==> src/design/assert_macros.svh <==
// Assertion macros used by the classifier unit design file.
`ifndef ASSERT_MACROS_SVH
`define ASSERT_MACROS_SVH
`ifndef NO_ASSERTIONS
`define ASSERT_CLK(lbl, clk, rst_n, prop) \
	lbl: assert property (@(posedge clk) disable iff (!rst_n) (prop)) \
		else $error("assertion failed");
`define ASSERT_NEVER(lbl, clk, rst_n, cond) \
	`ASSERT_CLK(lbl, clk, rst_n, !(cond))
`else
`define ASSERT_CLK(lbl, clk, rst_n, prop)
`define ASSERT_NEVER(lbl, clk, rst_n, cond)
`endif
`endif

==> src/design/tbcc_pkg.sv <==
package tbcc_pkg;

	localparam int MAX_SAMPLE = 4096;
	localparam int BYTE_W     = 8;
	localparam int SL_W       = 13;
	localparam int THR_W      = 7;
	localparam int CNT_W      = $clog2(MAX_SAMPLE + 1);
	localparam int LIM_W      = (CNT_W > SL_W) ? CNT_W : SL_W;
	localparam int PROD_W     = CNT_W + THR_W;
	localparam int OUT_W      = ((2 + 2 * CNT_W + 7) / 8) * 8;
	localparam int PCT_SCALE  = 100;

	localparam logic [SL_W-1:0]  SAMPLE_LIMIT_RST = SL_W'(512);
	localparam logic [THR_W-1:0] THRESHOLD_RST    = THR_W'(30);

	localparam int REG_IDX_W = 1;
	localparam logic [REG_IDX_W-1:0] REG_SAMPLE_LIMIT = 1'b0;
	localparam logic [REG_IDX_W-1:0] REG_THRESHOLD    = 1'b1;

	localparam logic [BYTE_W-1:0] CH_NUL        = 8'h00;
	localparam logic [BYTE_W-1:0] CH_TAB        = 8'h09;
	localparam logic [BYTE_W-1:0] CH_LF         = 8'h0A;
	localparam logic [BYTE_W-1:0] CH_CR         = 8'h0D;
	localparam logic [BYTE_W-1:0] CH_CTRL_END   = 8'h20;
	localparam logic [BYTE_W-1:0] CH_HIGH       = 8'h80;
	localparam logic [BYTE_W-1:0] CONT_MASK     = 8'hC0;
	localparam logic [BYTE_W-1:0] CONT_VAL      = 8'h80;
	localparam logic [BYTE_W-1:0] LEAD2_MASK    = 8'hE0;
	localparam logic [BYTE_W-1:0] LEAD2_VAL     = 8'hC0;
	localparam logic [BYTE_W-1:0] LEAD3_MASK    = 8'hF0;
	localparam logic [BYTE_W-1:0] LEAD3_VAL     = 8'hE0;
	localparam logic [BYTE_W-1:0] LEAD4_MASK    = 8'hF8;
	localparam logic [BYTE_W-1:0] LEAD4_VAL     = 8'hF0;

	typedef struct packed {
		logic [CNT_W-1:0] examined;
		logic [CNT_W-1:0] nonprint;
		logic [1:0]       pending;
		logic             run_bad;
		logic             null_seen;
	} stream_state_t;

endpackage

==> src/design/tbcc_byte_step.sv <==
module tbcc_byte_step (
	input  tbcc_pkg::stream_state_t       st,
	input  logic [tbcc_pkg::BYTE_W-1:0]   data_byte,
	input  logic                          byte_present,
	input  logic                          last_byte,
	input  logic [tbcc_pkg::LIM_W-1:0]    limit,
	output tbcc_pkg::stream_state_t       st_done,
	output tbcc_pkg::stream_state_t       st_next
);
	import tbcc_pkg::*;

	logic take;
	logic count_ev;

	assign take = byte_present && (LIM_W'(st.examined) < limit);

	always_comb begin
		st_done  = st;
		count_ev = 1'b0;
		if (take) begin
			st_done.examined = st.examined + CNT_W'(1);
			if (st.pending != 2'd0) begin
				st_done.pending = st.pending - 2'd1;
				if (((data_byte & CONT_MASK) != CONT_VAL) && !st.run_bad) begin
					st_done.run_bad = 1'b1;
					count_ev = 1'b1;
				end
			end else begin
				st_done.run_bad = 1'b0;
				if (data_byte == CH_NUL) begin
					st_done.null_seen = 1'b1;
				end else if (data_byte < CH_CTRL_END) begin
					count_ev = (data_byte != CH_TAB) && (data_byte != CH_LF) &&
						(data_byte != CH_CR);
				end else if (data_byte < CH_HIGH) begin
					count_ev = 1'b0;
				end else if ((data_byte & LEAD2_MASK) == LEAD2_VAL) begin
					st_done.pending = 2'd1;
				end else if ((data_byte & LEAD3_MASK) == LEAD3_VAL) begin
					st_done.pending = 2'd2;
				end else if ((data_byte & LEAD4_MASK) == LEAD4_VAL) begin
					st_done.pending = 2'd3;
				end else begin
					count_ev = 1'b1;
				end
			end
			if (count_ev && !st.null_seen) begin
				st_done.nonprint = st.nonprint + CNT_W'(1);
			end
		end
	end

	always_comb begin
		if (last_byte) begin
			st_next = '0;
		end else begin
			st_next = st_done;
		end
	end

endmodule

==> src/design/tbcc_verdict.sv <==
module tbcc_verdict (
	input  logic                            clk,
	input  logic                            arst_n,
	input  logic                            in_valid,
	output logic                            in_ready,
	input  tbcc_pkg::stream_state_t         in_state,
	input  logic [tbcc_pkg::THR_W-1:0]      threshold,
	output logic                            m_tvalid,
	input  logic                            m_tready,
	output logic [tbcc_pkg::OUT_W-1:0]      m_tdata
);
	import tbcc_pkg::*;

	logic                 v_s2;
	stream_state_t        st_s2;
	logic [THR_W-1:0]     thr_s2;
	logic                 v_s3;
	logic                 null_s3;
	logic                 ex_zero_s3;
	logic [CNT_W-1:0]     np_s3;
	logic [CNT_W-1:0]     ex_s3;
	logic [PROD_W-1:0]    lhs_s3;
	logic [PROD_W-1:0]    rhs_s3;
	logic                 m_valid_q;
	logic [OUT_W-1:0]     m_data_q;
	logic                 adv_s2;
	logic                 adv_s3;
	logic                 text;

	assign adv_s3   = v_s3 && (!m_valid_q || m_tready);
	assign adv_s2   = v_s2 && (!v_s3 || adv_s3);
	assign in_ready = !v_s2 || adv_s2;
	assign text     = !null_s3 && (ex_zero_s3 || (lhs_s3 < rhs_s3));

	always_ff @(posedge clk or negedge arst_n) begin
		if (!arst_n) begin
			v_s2      <= 1'b0;
			v_s3      <= 1'b0;
			m_valid_q <= 1'b0;
		end else begin
			if (in_ready) begin
				v_s2 <= in_valid;
			end
			if (!v_s3 || adv_s3) begin
				v_s3 <= adv_s2;
			end
			if (!m_valid_q || m_tready) begin
				m_valid_q <= adv_s3;
			end
		end
	end

	always_ff @(posedge clk) begin
		if (in_ready && in_valid) begin
			st_s2  <= in_state;
			thr_s2 <= threshold;
		end
		if (adv_s2) begin
			null_s3    <= st_s2.null_seen;
			ex_zero_s3 <= (st_s2.examined == '0);
			np_s3      <= st_s2.nonprint;
			ex_s3      <= st_s2.examined;
			lhs_s3     <= PROD_W'(st_s2.nonprint) * PROD_W'(PCT_SCALE);
			rhs_s3     <= PROD_W'(thr_s2) * PROD_W'(st_s2.examined);
		end
		if (adv_s3) begin
			m_data_q <= OUT_W'({ex_s3, np_s3, null_s3, text});
		end
	end

	assign m_tvalid = m_valid_q;
	assign m_tdata  = m_data_q;

endmodule

==> src/design/text_binary_content_classifier_unit.sv <==
// Channel   Direction  Payload (lowest bit first)
// s_axis    in         tdata: data_byte[7:0]; tuser: byte_present; tlast: last_byte
// m_axis    out        tdata: is_text, null_found, nonprint_total[12:0],
//                      bytes_examined[12:0], zero pad to 32 bits
// cfg       in         cfg_index 0: sample_limit, 1: threshold_percent
//
// One byte is accepted every cycle while no last byte waits for the verdict stage;
// the per-stream counters are registered from the input register. After its last
// transfer a verdict passes counter update, two multiplies and compare stages.
// Reset clears all counters and loads the default limit and threshold.
// An m_tready stall can hold a last byte in the input stage and bytes behind it.
`include "assert_macros.svh"

module text_binary_content_classifier_unit (
	input  logic                              clk,
	input  logic                              arst_n,
	input  logic                              s_tvalid,
	output logic                              s_tready,
	input  logic [tbcc_pkg::BYTE_W-1:0]       s_tdata,  // data_byte
	input  logic                              s_tuser,  // byte_present
	input  logic                              s_tlast,  // last_byte
	output logic                              m_tvalid,
	input  logic                              m_tready,
	output logic [tbcc_pkg::OUT_W-1:0]        m_tdata,  // is_text, null_found,
	                                                    // nonprint_total, bytes_examined
	input  logic                              cfg_we,
	input  logic [tbcc_pkg::REG_IDX_W-1:0]    cfg_index,
	input  logic [tbcc_pkg::SL_W-1:0]         cfg_data
);
	import tbcc_pkg::*;

	logic [SL_W-1:0]   sample_limit_q;
	logic [THR_W-1:0]  threshold_q;
	logic              v_s1;
	logic [BYTE_W-1:0] byte_s1;
	logic              present_s1;
	logic              last_s1;
	stream_state_t     st_q;
	stream_state_t     st_done;
	stream_state_t     st_next;
	logic [LIM_W-1:0]  limit;
	logic              vd_ready;
	logic              adv_s1;

	always_ff @(posedge clk or negedge arst_n) begin
		if (!arst_n) begin
			sample_limit_q <= SAMPLE_LIMIT_RST;
			threshold_q    <= THRESHOLD_RST;
		end else if (cfg_we) begin
			case (cfg_index)
				REG_SAMPLE_LIMIT: sample_limit_q <= cfg_data;
				REG_THRESHOLD:    threshold_q    <= cfg_data[THR_W-1:0];
				default:          sample_limit_q <= sample_limit_q;
			endcase
		end
	end

	always_comb begin
		if (sample_limit_q == '0) begin
			limit = LIM_W'(1);
		end else if (LIM_W'(sample_limit_q) > LIM_W'(MAX_SAMPLE)) begin
			limit = LIM_W'(MAX_SAMPLE);
		end else begin
			limit = LIM_W'(sample_limit_q);
		end
	end

	assign adv_s1   = v_s1 && (!last_s1 || vd_ready);
	assign s_tready = !v_s1 || adv_s1;

	always_ff @(posedge clk or negedge arst_n) begin
		if (!arst_n) begin
			v_s1 <= 1'b0;
			st_q <= '0;
		end else begin
			if (s_tready) begin
				v_s1 <= s_tvalid;
			end
			if (adv_s1) begin
				st_q <= st_next;
			end
		end
	end

	always_ff @(posedge clk) begin
		if (s_tready && s_tvalid) begin
			byte_s1    <= s_tdata;
			present_s1 <= s_tuser;
			last_s1    <= s_tlast;
		end
	end

	tbcc_byte_step u_step (
		.st           (st_q),
		.data_byte    (byte_s1),
		.byte_present (present_s1),
		.last_byte    (last_s1),
		.limit        (limit),
		.st_done      (st_done),
		.st_next      (st_next)
	);

	tbcc_verdict u_verdict (
		.clk       (clk),
		.arst_n    (arst_n),
		.in_valid  (v_s1 && last_s1),
		.in_ready  (vd_ready),
		.in_state  (st_done),
		.threshold (threshold_q),
		.m_tvalid  (m_tvalid),
		.m_tready  (m_tready),
		.m_tdata   (m_tdata)
	);

	`ASSERT_NEVER(a_count_max, clk, arst_n, st_q.examined > CNT_W'(MAX_SAMPLE))
	`ASSERT_NEVER(a_np_le_ex, clk, arst_n, st_q.nonprint > st_q.examined)
	`ASSERT_CLK(a_clear_after_last, clk, arst_n, (adv_s1 && last_s1) |=> (st_q == '0))
	`ASSERT_CLK(a_text_no_nul, clk, arst_n, (m_tvalid && m_tdata[0]) |-> !m_tdata[1])

endmodule

==> config.mk <==
export PLATFORM = sky130hd
export DESIGN_NAME = text_binary_content_classifier_unit
export DESIGN_NICKNAME = d
export VERILOG_FILES = /design/src/design/tbcc_pkg.sv /design/src/design/tbcc_byte_step.sv /design/src/design/tbcc_verdict.sv /design/src/design/text_binary_content_classifier_unit.sv
export VERILOG_INCLUDE_DIRS = /design/src /design/src/design
export SDC_FILE = /design/constraint.sdc
export NUM_CORES = 1
export LEC_CHECK = 0
export ABC_AREA = 0
export ABC_CLOCK_PERIOD_IN_PS = 5600
export BUFFER_PORTS_ARGS = -buffer_cell sky130_fd_sc_hd__buf_2
export CAP_MARGIN = 20
export CORE_ASPECT_RATIO = 0.5
export CORE_MARGIN = 2
export CORE_UTILIZATION = 25
export CTS_CLUSTER_DIAMETER = 40
export DETAILED_ROUTE_END_ITERATION = 8
export GPL_ROUTABILITY_DRIVEN = 0
export PLACE_DENSITY = 0.39
export SYNTH_ARGS = -nofsm -noshare
export SYNTH_HDL_FRONTEND = slang
export SYNTH_SLANG_ARGS = --single-unit
==> constraint.sdc <==
create_clock -name clk -period 5.6 [get_ports clk]
set_clock_uncertainty 0.05 [all_clocks]
set_input_delay 0.84 -clock clk [delete_from_list [all_inputs] [get_ports clk]]
set_output_delay 0.84 -clock clk [all_outputs]
set_load 0.01 [all_outputs]
==> metrics.md, run 1 <==
| Metric | Value |
|---|---|
| CTS max path bufs | 2 |
| Crit path max-delay cell type | edfxtp_1 |
| Distinct cells, synth | 70 |
| Gr ovfl total | 0 |
| CTS sink cnt | 189 |
| CP most frequent cell | fa_1 |
| Diode count | 0 |
| Syn avg cell area | 11.7 sq um |
| Area delta synth->final | 13.8% |
| Initial Util | 0.255 |
| Vias in the first global route | 7894 |
| Asr flop ratio synth | 0.286 |
| Core Region | 47100 sq um |
| VDD IR max | 0.217 mV |
| Cell Area, Synth | 12000 sq um |
| First-pass GRT wire length | 44.3 mm |
| TritonCTS clock tree | yes |
| Tot GR Track Use | 0.114 |
| Tmin final | 5010 ps |
| CP max FO | 13 |
| Finish-stage setup viols | 0 |
| Post-CTS Setup Bufs | 0 |
| Required time of the worst setup path | 5740 ps |
| CP peak stage delay | 570 ps |
| Setup tns final | 0 ps |
| Die Height | 159 microns |
| WP data arrival | 5140 ps |
| Top-count cell post-synth | edfxtp_1 |
| Clk_lat worst skew | 460 ps |
| Final Hold Fails | 0 |
| Drt drc | 0 |
| Kind of critical path | reg -> reg |
| DP Cell Count | 1702 |
| I/O Buffers | 58 |
| Status | completed |
| Initial DRC count | 363 |
| Top cell type's share of synthesized area | 0.338 |
| Synth cell count leaders | edfxtp_1 (135), inv_1 (129), ha_1 (113) |
| Cell taking the most area after synthesis | edfxtp_1 |
| Layout cell share with drive strength beyond 1 | 0.134 |
| Routed WL per cell | 15.6 microns |
| Initial antenna violation count | 0 |
| Design Power | 4640 uW |
| Fillers | 4852 |
| Clk slew on worst S/H paths | 90 ps |
| Cells along the critical path | and2_1 > fa_1 > fa_1 > fa_1 > inv_1 > fa_1 > inv_1 > ha_1 > o21ai_0 > nor2_1 > nand2_1 > o311a_1 > a22oi_1 > and4_1 > nor3_1 |
| Final Instance Count excl. Fillers | 1735 |
| DP Wirelength | 20.3 mm |
| Root buf cell | clkbuf_16 |
| Antenna viol nets, final | 0 |
| Slew Viols, Final | 0 |
| Vias | 7480 |
| Largest net degree at the start of global routing | 55 |
| Row count | 56 |
| Worst Hold Class | reg -> reg |
| Worst-margin pin slew | 1050 ps |
| Flops & latches, synth | 189 |
| Ys flop type | edfxtp_1 |
| Cts bufs inserted | 17 |
| Worst setup SP type | flip-flop |
| Max-slew headroom | 0.297 |
| Hold_buf cts | 0 |
| Chip Width | 314 microns |
| Drt pass-1 iters | 5 |
| Cell count after synthesis | 1026 |
| Top post-synthesis cells by area | edfxtp_1 (34%), ha_1 (12%), fa_1 (10%) |
| Crit. End Element | flip-flop |
| Die ar. | 49900 sq um |
| # IOs | 63 |
| RSZ-0062 raised after global routing | false |
| EDFF count, synth | 135 |
| WL final | 27.0 mm |
| Max Fclk | 200 MHz |
| CTS H-tree lvls | 4 |
| Pwr dens | 339 nW/um^2 |
| # nets final | 1288 |
| Vias per std cell | 4.31 |
| Cts repair resizes | 0 |
| Register area share after synthesis | 0.451 |
| Max-cap violations | 0 |
| Synth warn | 0 |
| Pleak | 0.00590 uW |
| Period utilization | 0.894 |
## path summary, 6_finish.rpt
kind	from	to	slack [ps]	cells after the start
hold / removal	u_verdict.ex_s3[6]$_DFFE_PP_	u_verdict.m_tdata[21]$_DFFE_PP_	370	0
setup / recovery	u_verdict.thr_s2[6]$_DFFE_PP_	u_verdict.rhs_s3[19]$_DFFE_PP_	590	15
min in group asynchronous	arst_n	sample_limit_q[8]$_DFFE_PN0P_	460	2
setup reg to reg	u_verdict.thr_s2[6]$_DFFE_PP_	u_verdict.rhs_s3[19]$_DFFE_PP_	590	15
max in group asynchronous	arst_n	st_q[15]$_DFFE_PN0P_	4500	2
hold reg to reg	u_verdict.ex_s3[6]$_DFFE_PP_	u_verdict.m_tdata[21]$_DFFE_PP_	370	0
## metrics by stage
stage | util | hold WS (ps) | worst slack (ps) | cell area [sq um]
after floorplan | - | 350 | 931 | 12000
after global placement | 0.276 | 352 | 678 | 13000
after detailed placement | 0.276 | 357 | 609 | 13000
after CTS | 0.290 | 375 | 574 | 13600
after global routing | 0.290 | 378 | 317 | 13700
final | 0.290 | 370 | 592 | 13700
## critical path, delay by kind of cell (launching register included)
family                     cells  cell delay (ps)
adders and majority gates      5             2430
and+or+nand+nor                5              820
AOI/OAI and AO/OA              3              800
DFF                            1              570
buffers and inverters          2               90
## where the power goes
group / internal [uW] / total (uW) / switching, uW
Sequential: 1750 / 1860 / 115
Clock: 697 / 1340 / 640
Combinational: 626 / 1440 / 812
Total: 3070 / 4640 / 1570
## per-layer routing
metal / share of wire / wire length [microns] / up-vias / GRT usage
met4: 0.0087 / 235 / 0 / 0.0268
li1: - / - / 3684 / -
met3: 0.026 / 701 / 16 / 0.0206
met1: 0.53 / 14400 / 3674 / 0.170
met5: 0 / 0 / - / 0
met2: 0.43 / 11600 / 106 / 0.168
## flip-flops by register name, indices dropped and copies added, names as in the netlist
register / cells
byte_s1: 8
last_s1: 1
present_s1: 1
sample_limit_q: 13
st_q: 30
threshold_q: 7
u_verdict.ex_s3: 13
u_verdict.ex_zero_s3: 1
u_verdict.lhs_s3: 15
u_verdict.m_tdata: 28
u_verdict.m_tvalid: 1
u_verdict.np_s3: 13
u_verdict.null_s3: 1
u_verdict.rhs_s3: 20
u_verdict.st_s2: 27
u_verdict.thr_s2: 7
u_verdict.v_s2: 1
u_verdict.v_s3: 1
v_s1: 1
## cell families (layout without fill, tap and decap cells)
logic type	Yosys count	count (layout)	share of synthesized area
buf+inv	159	227	0.0533
simple gates	276	276	0.129
flops	189	189	0.451
other cells	1	4	0.000313
xor+xnor	53	53	0.0387
fa+ha+maj	175	175	0.221
compound gates	148	148	0.0831
mux	25	25	0.0231
## layout make-up
type | instances | area, sq um | share of cell area
Tap cell | 638 | 798 | 0.0585
Multi-Input combinational cell | 681 | 5970 | 0.437
Sequential cell | 189 | 5410 | 0.396
Clock buffer | 17 | 425 | 0.0312
Timing Repair Buffer | 66 | 350 | 0.0257
Inverter | 129 | 484 | 0.0355
Clock inverter | 15 | 219 | 0.0160
## placed cells by master, fill, tap and decap left out, types with 5 or more instances in the layout
master / n
a31oi_1: 7
a211oi_1: 6
and2_1: 68
or3_1: 5
o21ai_0: 35
buf_2: 58
xnor2_1: 38
nand4_1: 8
dfstp_2: 5
and4_1: 7
nand3_2: 5
nor4_1: 7
xor2_1: 15
nand2_1: 79
o21a_1: 8
buf_4: 8
nor2b_1: 14
ha_1: 113
o31ai_1: 10
dfrtp_1: 49
a21oi_1: 33
a21o_1: 14
nand3_1: 12
fa_1: 62
nand2b_1: 5
nor2_1: 23
clkbuf_16: 17
inv_1: 129
nor3_1: 11
and3_1: 10
mux2_2: 21
edfxtp_1: 135
(Power assumes the default switching activity.)
==> run 2, diff against run 1 <==
--- a/config.mk
+++ b/config.mk
@@ -17,6 +17,7 @@
 export DETAILED_ROUTE_END_ITERATION = 8
 export GPL_ROUTABILITY_DRIVEN = 0
 export PLACE_DENSITY = 0.39
+export RECOVER_POWER = 25
 export SYNTH_ARGS = -nofsm -noshare
 export SYNTH_HDL_FRONTEND = slang
 export SYNTH_SLANG_ARGS = --single-unit
==> run 2 against run 1 <==
Design area decreased by 0.13%. Register-to-register slack improved by 20 ps. Largest cell class unchanged. Highest routed layer unchanged. Die area unchanged. Count of clock-buffer cells in the layout unchanged. The flow now finishes with violations (capacitance limit, slew limit). Power about the same. Critical endpoint unchanged.
==> metrics.md, run 2 (synthesis gave the netlist of run 1 again) <==
| Metric | Value |
|---|---|
| Status | complete, but fails checks |
| Failing checks | capacitance limit, slew limit |
| Cts bufs inserted | 17 (unchanged) |
| Tmin final | 4990 ps (-15.1 ps) |
| Worst-margin pin slew | 3110 ps (+2060 ps) |
| Max-slew headroom | -1.07 (-1.37) |
| Drt drc | 0 (unchanged) |
| Vias per std cell | 4.30 (-0.24%) |
| Worst R2R End | u_verdict.rhs_s3[19]$_DFFE_PP_ |
| Final Hold Fails | 0 (unchanged) |
| Worst Hold Class | reg -> reg |
| Min-Delay Startpoint | u_verdict.ex_s3[6]$_DFFE_PP_ |
| Required time of the worst setup path | 5740 ps (about the same) |
| CTS sink cnt | 189 (unchanged) |
| Fillers | 4859 (+0.14%) |
| Slew Viols, Final | 55 (+55) |
| Largest net degree at the start of global routing | 55 (unchanged) |
| Root buf cell | clkbuf_16 |
| Die ar. | 49900 sq um (unchanged) |
| Final core occ | 0.290 (-0.000372) |
| Setup tns final | 0 ps (unchanged) |
| Period utilization | 0.892 (-0.00270) |
| Routed WL per cell | 15.6 microns (about the same) |
| Post-CTS Setup Bufs | 0 (unchanged) |
| Initial Util | 0.255 (unchanged) |
| Design Power | 4630 uW (about the same) |
| R2r startpoint | u_verdict.thr_s2[3]$_DFFE_PP_ |
| Met1 Usage GRT | 0.170 (unchanged) |
| Pleak | 0.00587 uW (-0.44%) |
| Commonest non-fill, non-tap cell in the layout | edfxtp_1 |
| Kind of critical path | reg -> reg |
| # nets final | 1288 (unchanged) |
| Finish-stage setup viols | 0 (unchanged) |
| Final Instance Count excl. Fillers | 1735 (unchanged) |
| Max-cap violations | 1 (+1) |
| Tot GR Track Use | 0.114 (unchanged) |
| DP Cell Count | 1702 (unchanged) |
| Clk slew on worst S/H paths | 100 ps (about the same) |
| Met2 track demand over resource | 0.168 (unchanged) |
| CTS H-tree lvls | 4 (unchanged) |
| Pwr dens | 340 nW/um^2 (about the same) |
| WP data arrival | 5130 ps (about the same) |
| Crit. End Element | flip-flop |
| # IOs | 63 (unchanged) |
| Slack of the critical path | 608 ps (+15.1 ps) |
| Layout cell share with drive strength beyond 1 | 0.126 (-0.00820) |
| Top Usage Layer GRT | met1 |
| Clk_lat worst skew | 460 ps (about the same) |
| Hold_buf cts | 0 (unchanged) |
| WL final | 27.0 mm (about the same) |
| Cts repair resizes | 0 (unchanged) |
| Area delta synth->final | 13.7% |
| Chip Width | 314 microns (unchanged) |
| Initial antenna violation count | 0 (unchanged) |
| Diode count | 0 (unchanged) |
| CP max FO | 13 (unchanged) |
| CTS max path bufs | 2 (unchanged) |
| Reg2reg setup slack | 610 ps (+20 ps) |
| Vias in the first global route | 7894 (unchanged) |
| Area of the multi-input gates | 5970 sq um (unchanged) |
| Biggest register | st_q |
| VDD IR max | 0.217 mV (about the same) |
| Drt pass-1 iters | 5 (unchanged) |
| Antenna viol nets, final | 0 (unchanged) |
| Max reg flops | 30 (unchanged) |
| Row count | 56 (unchanged) |
| Pre-CTS setup slack | 609 ps (unchanged) |
| DP Wirelength | 20.3 mm (unchanged) |
| Core Region | 47100 sq um (unchanged) |
| Die Height | 159 microns (unchanged) |
| Gr ovfl total | 0 (unchanged) |
| FF+latch area | 5410 sq um (unchanged) |
| Initial DRC count | 390 (+7.4%) |
| R2R cell count | 15 (unchanged) |
| Max Fclk | 200 MHz (+0.30%) |
| Met3 global-route usage | 0.0206 (unchanged) |
| RSZ-0062 raised after global routing | false |
| I/O Buffers | 58 (unchanged) |
| First-pass GRT wire length | 44.3 mm (unchanged) |
| Most frequent cells in the layout | edfxtp_1 (135), inv_1 (129), ha_1 (113), nand2_1 (79), and2_1 (67) |
| TritonCTS clock tree | yes |
| Setup crit start | u_verdict.thr_s2[3]$_DFFE_PP_ |
| Worst setup endpoint | u_verdict.rhs_s3[19]$_DFFE_PP_ |
| Vias | 7462 (-0.24%) |
| Worst setup SP type | flip-flop |
-- run 2: changes by cell type in the layout (fill, tap and decap cells not counted) --
cell / previous run / this run
clkbuf_1: 0 / 8
dfstp_2: 5 / 4
buf_2: 58 / 53
dfstp_1: 0 / 1
and2_1: 68 / 67
buf_4: 8 / 5
and2_0: 0 / 1
-- run 2: final cells by class --
type | instances | area share
Multi-Input combinational cell | 681 | 0.438
Sequential cell | 189 | 0.397
Tap cell | 638 | 0.0585
Inverter | 129 | 0.0355
Clock buffer | 17 | 0.0312
Timing Repair Buffer | 66 | 0.0244
Clock inverter | 15 | 0.0161
-- run 2: report_power, final --
part | leakage (uW) | switching [uW] | internal [uW] | total, uW
registers | 0.00197 | 115 | 1750 | 1860
clock network | 0.000313 | 641 | 697 | 1340
logic | 0.00359 | 811 | 624 | 1430
-- run 2: routing by layer --
| layer | routed length, microns | up-vias |
|---|---|---|
| met4 | 235 | 0 |
| met5 | 0 | - |
| li1 | - | 3681 |
| met2 | 11600 | 96 |
| met1 | 14400 | 3669 |
| met3 | 716 | 16 |
-- run 2: worst min-delay path by stage --
stage	endpoint	cells past startpoint	slack, ps
2_1_floorplan	u_verdict.m_tdata[10]$_DFFE_PP_	0	350
3_3_place_gp	u_verdict.m_tdata[7]$_DFFE_PP_	0	350
4_1_cts	u_verdict.m_tdata[10]$_DFFE_PP_	0	380
6_report	u_verdict.m_tdata[21]$_DFFE_PP_	0	370
3_5_place_dp	u_verdict.m_tdata[10]$_DFFE_PP_	0	360
5_1_grt	u_verdict.m_tdata[13]$_DFFE_PP_	0	380
-- run 2: worst max-delay path, cell delays in order, from the launching register on --
cell,delay (ps)
edfxtp_1,590
and2_1,250
fa_1,550
fa_1,440
fa_1,540
inv_1,50
fa_1,520
inv_1,40
ha_1,340
nor3_1,80
nor2_1,180
nand2_1,100
o311a_1,390
a22oi_1,310
and4_1,240
nor3_1,50
-- run 2: through the flow --
step	instance area (sq um)	hold slack [ps]
6_report	13600	370
5_1_grt	13600	378
4_1_cts	13600	375
3_5_place_dp	13000	357
3_3_place_gp	13000	352
2_1_floorplan	12000	350
==> run 3, diff against run 2 <==
--- a/config.mk
+++ b/config.mk
@@ -7,10 +7,10 @@
 export NUM_CORES = 1
 export LEC_CHECK = 0
 export ABC_AREA = 0
-export ABC_CLOCK_PERIOD_IN_PS = 5600
+export ABC_CLOCK_PERIOD_IN_PS = 5200
 export BUFFER_PORTS_ARGS = -buffer_cell sky130_fd_sc_hd__buf_2
 export CAP_MARGIN = 20
-export CORE_ASPECT_RATIO = 0.5
+export CORE_ASPECT_RATIO = 1.5
 export CORE_MARGIN = 2
 export CORE_UTILIZATION = 25
 export CTS_CLUSTER_DIAMETER = 40
==> constraint.sdc (replaced) <==
create_clock -name clk -period 5.2 [get_ports clk]
set_clock_uncertainty 0.05 [all_clocks]
set_input_delay 0.78 -clock clk [delete_from_list [all_inputs] [get_ports clk]]
set_output_delay 0.78 -clock clk [all_outputs]
set_load 0.01 [all_outputs]
==> run 3 against run 2 <==
The flow still finishes with violations (capacitance limit, slew limit). Non-clock buffer count grew 11. Power grew 6.5%. Register-to-register slack lost 390 ps. Highest routed layer unchanged. Global-route usage is essentially flat. Utilization shrank 0.31 points. Sequential power grew 8%. Critical endpoint unchanged.
==> metrics.md, run 3 (synthesis gave the netlist of run 1 again) <==
| Metric | Value |
|---|---|
| Period utilization | 0.958 (+0.0665) |
| RSZ-0062 raised after global routing | false |
| First-pass GRT wire length | 43.6 mm (-1.5%) |
| Die ar. | 49800 sq um (-0.14%) |
| WL final | 26.9 mm (-0.46%) |
| # nets final | 1299 (+0.85%) |
| Tmin final | 4980 ps (-10.8 ps) |
| Drt drc | 0 (unchanged) |
| Max Fclk | 201 MHz (+0.22%) |
| Layout cell share with drive strength beyond 1 | 0.133 (+0.00687) |
| Initial DRC count | 286 (-27%) |
| Kind of critical path | reg -> reg |
| Vias | 7413 (-0.66%) |
| Crit. End Element | flip-flop |
| Worst-margin pin slew | 3310 ps (+194 ps) |
| Slack of the critical path | 218 ps (-389 ps) |
| CTS sink cnt | 189 (unchanged) |
| Max-slew headroom | -1.20 (-0.129) |
| Status | complete, but fails checks |
| Commonest non-fill, non-tap cell in the layout | edfxtp_1 |
| TritonCTS clock tree | yes |
| Die Height | 272 microns (+71%) |
| Initial Util | 0.252 (-0.00263) |
| Vias per std cell | 4.34 (+0.91%) |
| Root buf cell | clkbuf_16 |
| Cts bufs inserted | 17 (unchanged) |
| Failing checks | capacitance limit, slew limit |
| Pwr dens | 362 nW/um^2 (+6.5%) |
| Antenna viol nets, final | 0 (unchanged) |
| Initial antenna violation count | 0 (unchanged) |
| CTS max path bufs | 2 (unchanged) |
| Hold_buf cts | 0 (unchanged) |
| Max-cap violations | 1 (unchanged) |
| Row count | 98 (+75%) |
| Tot GR Track Use | 0.114 (+0.000253) |
| Biggest register | st_q |
| Vias in the first global route | 7885 (-0.11%) |
| Area delta synth->final | 13.6% (about the same) |
| Pleak | 0.00589 uW (+0.23%) |
| # IOs | 63 (unchanged) |
| Max reg flops | 30 (unchanged) |
| CTS H-tree lvls | 4 (unchanged) |
| Clk_lat worst skew | 460 ps (about the same) |
| Final Hold Fails | 0 (unchanged) |
| CP max FO | 8 (-5) |
| WP data arrival | 5140 ps (about the same) |
| Largest net degree at the start of global routing | 55 (unchanged) |
| Core Region | 47600 sq um (+1.0%) |
| Clk slew on worst S/H paths | 70 ps (-30 ps) |
| Gr ovfl total | 0 (unchanged) |
| Area after DPL | 13000 sq um (about the same) |
| Setup tns final | 0 ps (unchanged) |
| Most frequent cells in the layout | edfxtp_1 (135), inv_1 (129), ha_1 (113), nand2_1 (79), and2_1 (68) |
| Post-route design area | 13600 sq um (about the same) |
| Worst Hold Class | reg -> reg |
| VDD IR max | 0.191 mV (-12%) |
| Diode count | 0 (unchanged) |
| Finish-stage setup viols | 0 (unchanged) |
| Routed WL per cell | 15.7 microns (+1.1%) |
| Worst setup SP type | flip-flop |
| DP Wirelength | 20.8 mm (+2.4%) |
| Pre-CTS setup slack | 182 ps (-427 ps) |
| Chip Width | 183 microns (-42%) |
| Drt pass-1 iters | 4 (-1) |
| I/O Buffers | 58 (unchanged) |
| Slew Viols, Final | 55 (unchanged) |
| Required time of the worst setup path | 5350 ps (-390 ps) |
run 3: path summary, 6_finish.rpt:
check,depth (start not counted),slack (ps),endpoint,startpoint
min in group asynchronous,2,1470,u_verdict.m_tvalid$_DFFE_PN0P_,arst_n
max in group asynchronous,2,1740,st_q[19]$_DFFE_PN0P_,arst_n
hold / removal,0,370,u_verdict.m_tdata[23]$_DFFE_PP_,u_verdict.ex_s3[8]$_DFFE_PP_
hold reg to reg,0,370,u_verdict.m_tdata[23]$_DFFE_PP_,u_verdict.ex_s3[8]$_DFFE_PP_
setup / recovery,16,220,u_verdict.rhs_s3[19]$_DFFE_PP_,u_verdict.st_s2[18]$_DFFE_PP_
setup reg to reg,16,220,u_verdict.rhs_s3[19]$_DFFE_PP_,u_verdict.st_s2[18]$_DFFE_PP_
run 3: metrics by stage:
stage	total power, uW	hold WS, ps	cells	util
floorplan	3200	350	1029	-
global placement	3630	355	1670	0.273
detailed placement	3630	355	1670	0.273
CTS	5050	374	1702	0.286
global route	5330	391	1708	0.287
finish	4930	371	1708	0.287
run 3: area by class of cell:
type / count / area, sq um
tap: 600 / 751
inverter: 129 / 484
fill: 4967 / 33900
clock inverter: 15 / 178
multi-input combinational: 681 / 5980
clock buffer: 17 / 425
sequential: 189 / 5410
timing repair buffer: 77 / 404
run 3: repair_timing:
action	CTS	global route
setup endpoints to repair	0	1
resized for setup	0	1
setup buffers	0	6
run 3: power by group:
group	switching, uW	internal, uW
clock	649	724
sequential	123	1880
combinational	886	672
total	1660	3280
run 3: worst max-delay path: stages (launching register included):
cell	delay, ps
edfxtp_1	340
clkbuf_1	330
nand2_1	130
fa_1	510
fa_1	540
inv_1	50
fa_1	520
inv_1	50
fa_1	520
inv_1	40
ha_1	220
nor3_1	190
a21boi_0	410
o311a_1	350
a22oi_2	110
nor4_1	260
nor3_1	80
run 3: layer usage:
layer	wire, microns	up-vias	GRT usage
met4	445	0	0.0389
li1	-	3697	-
met3	509	23	0.0172
met5	0	-	0
met1	11300	3614	0.128
met2	14600	79	0.218
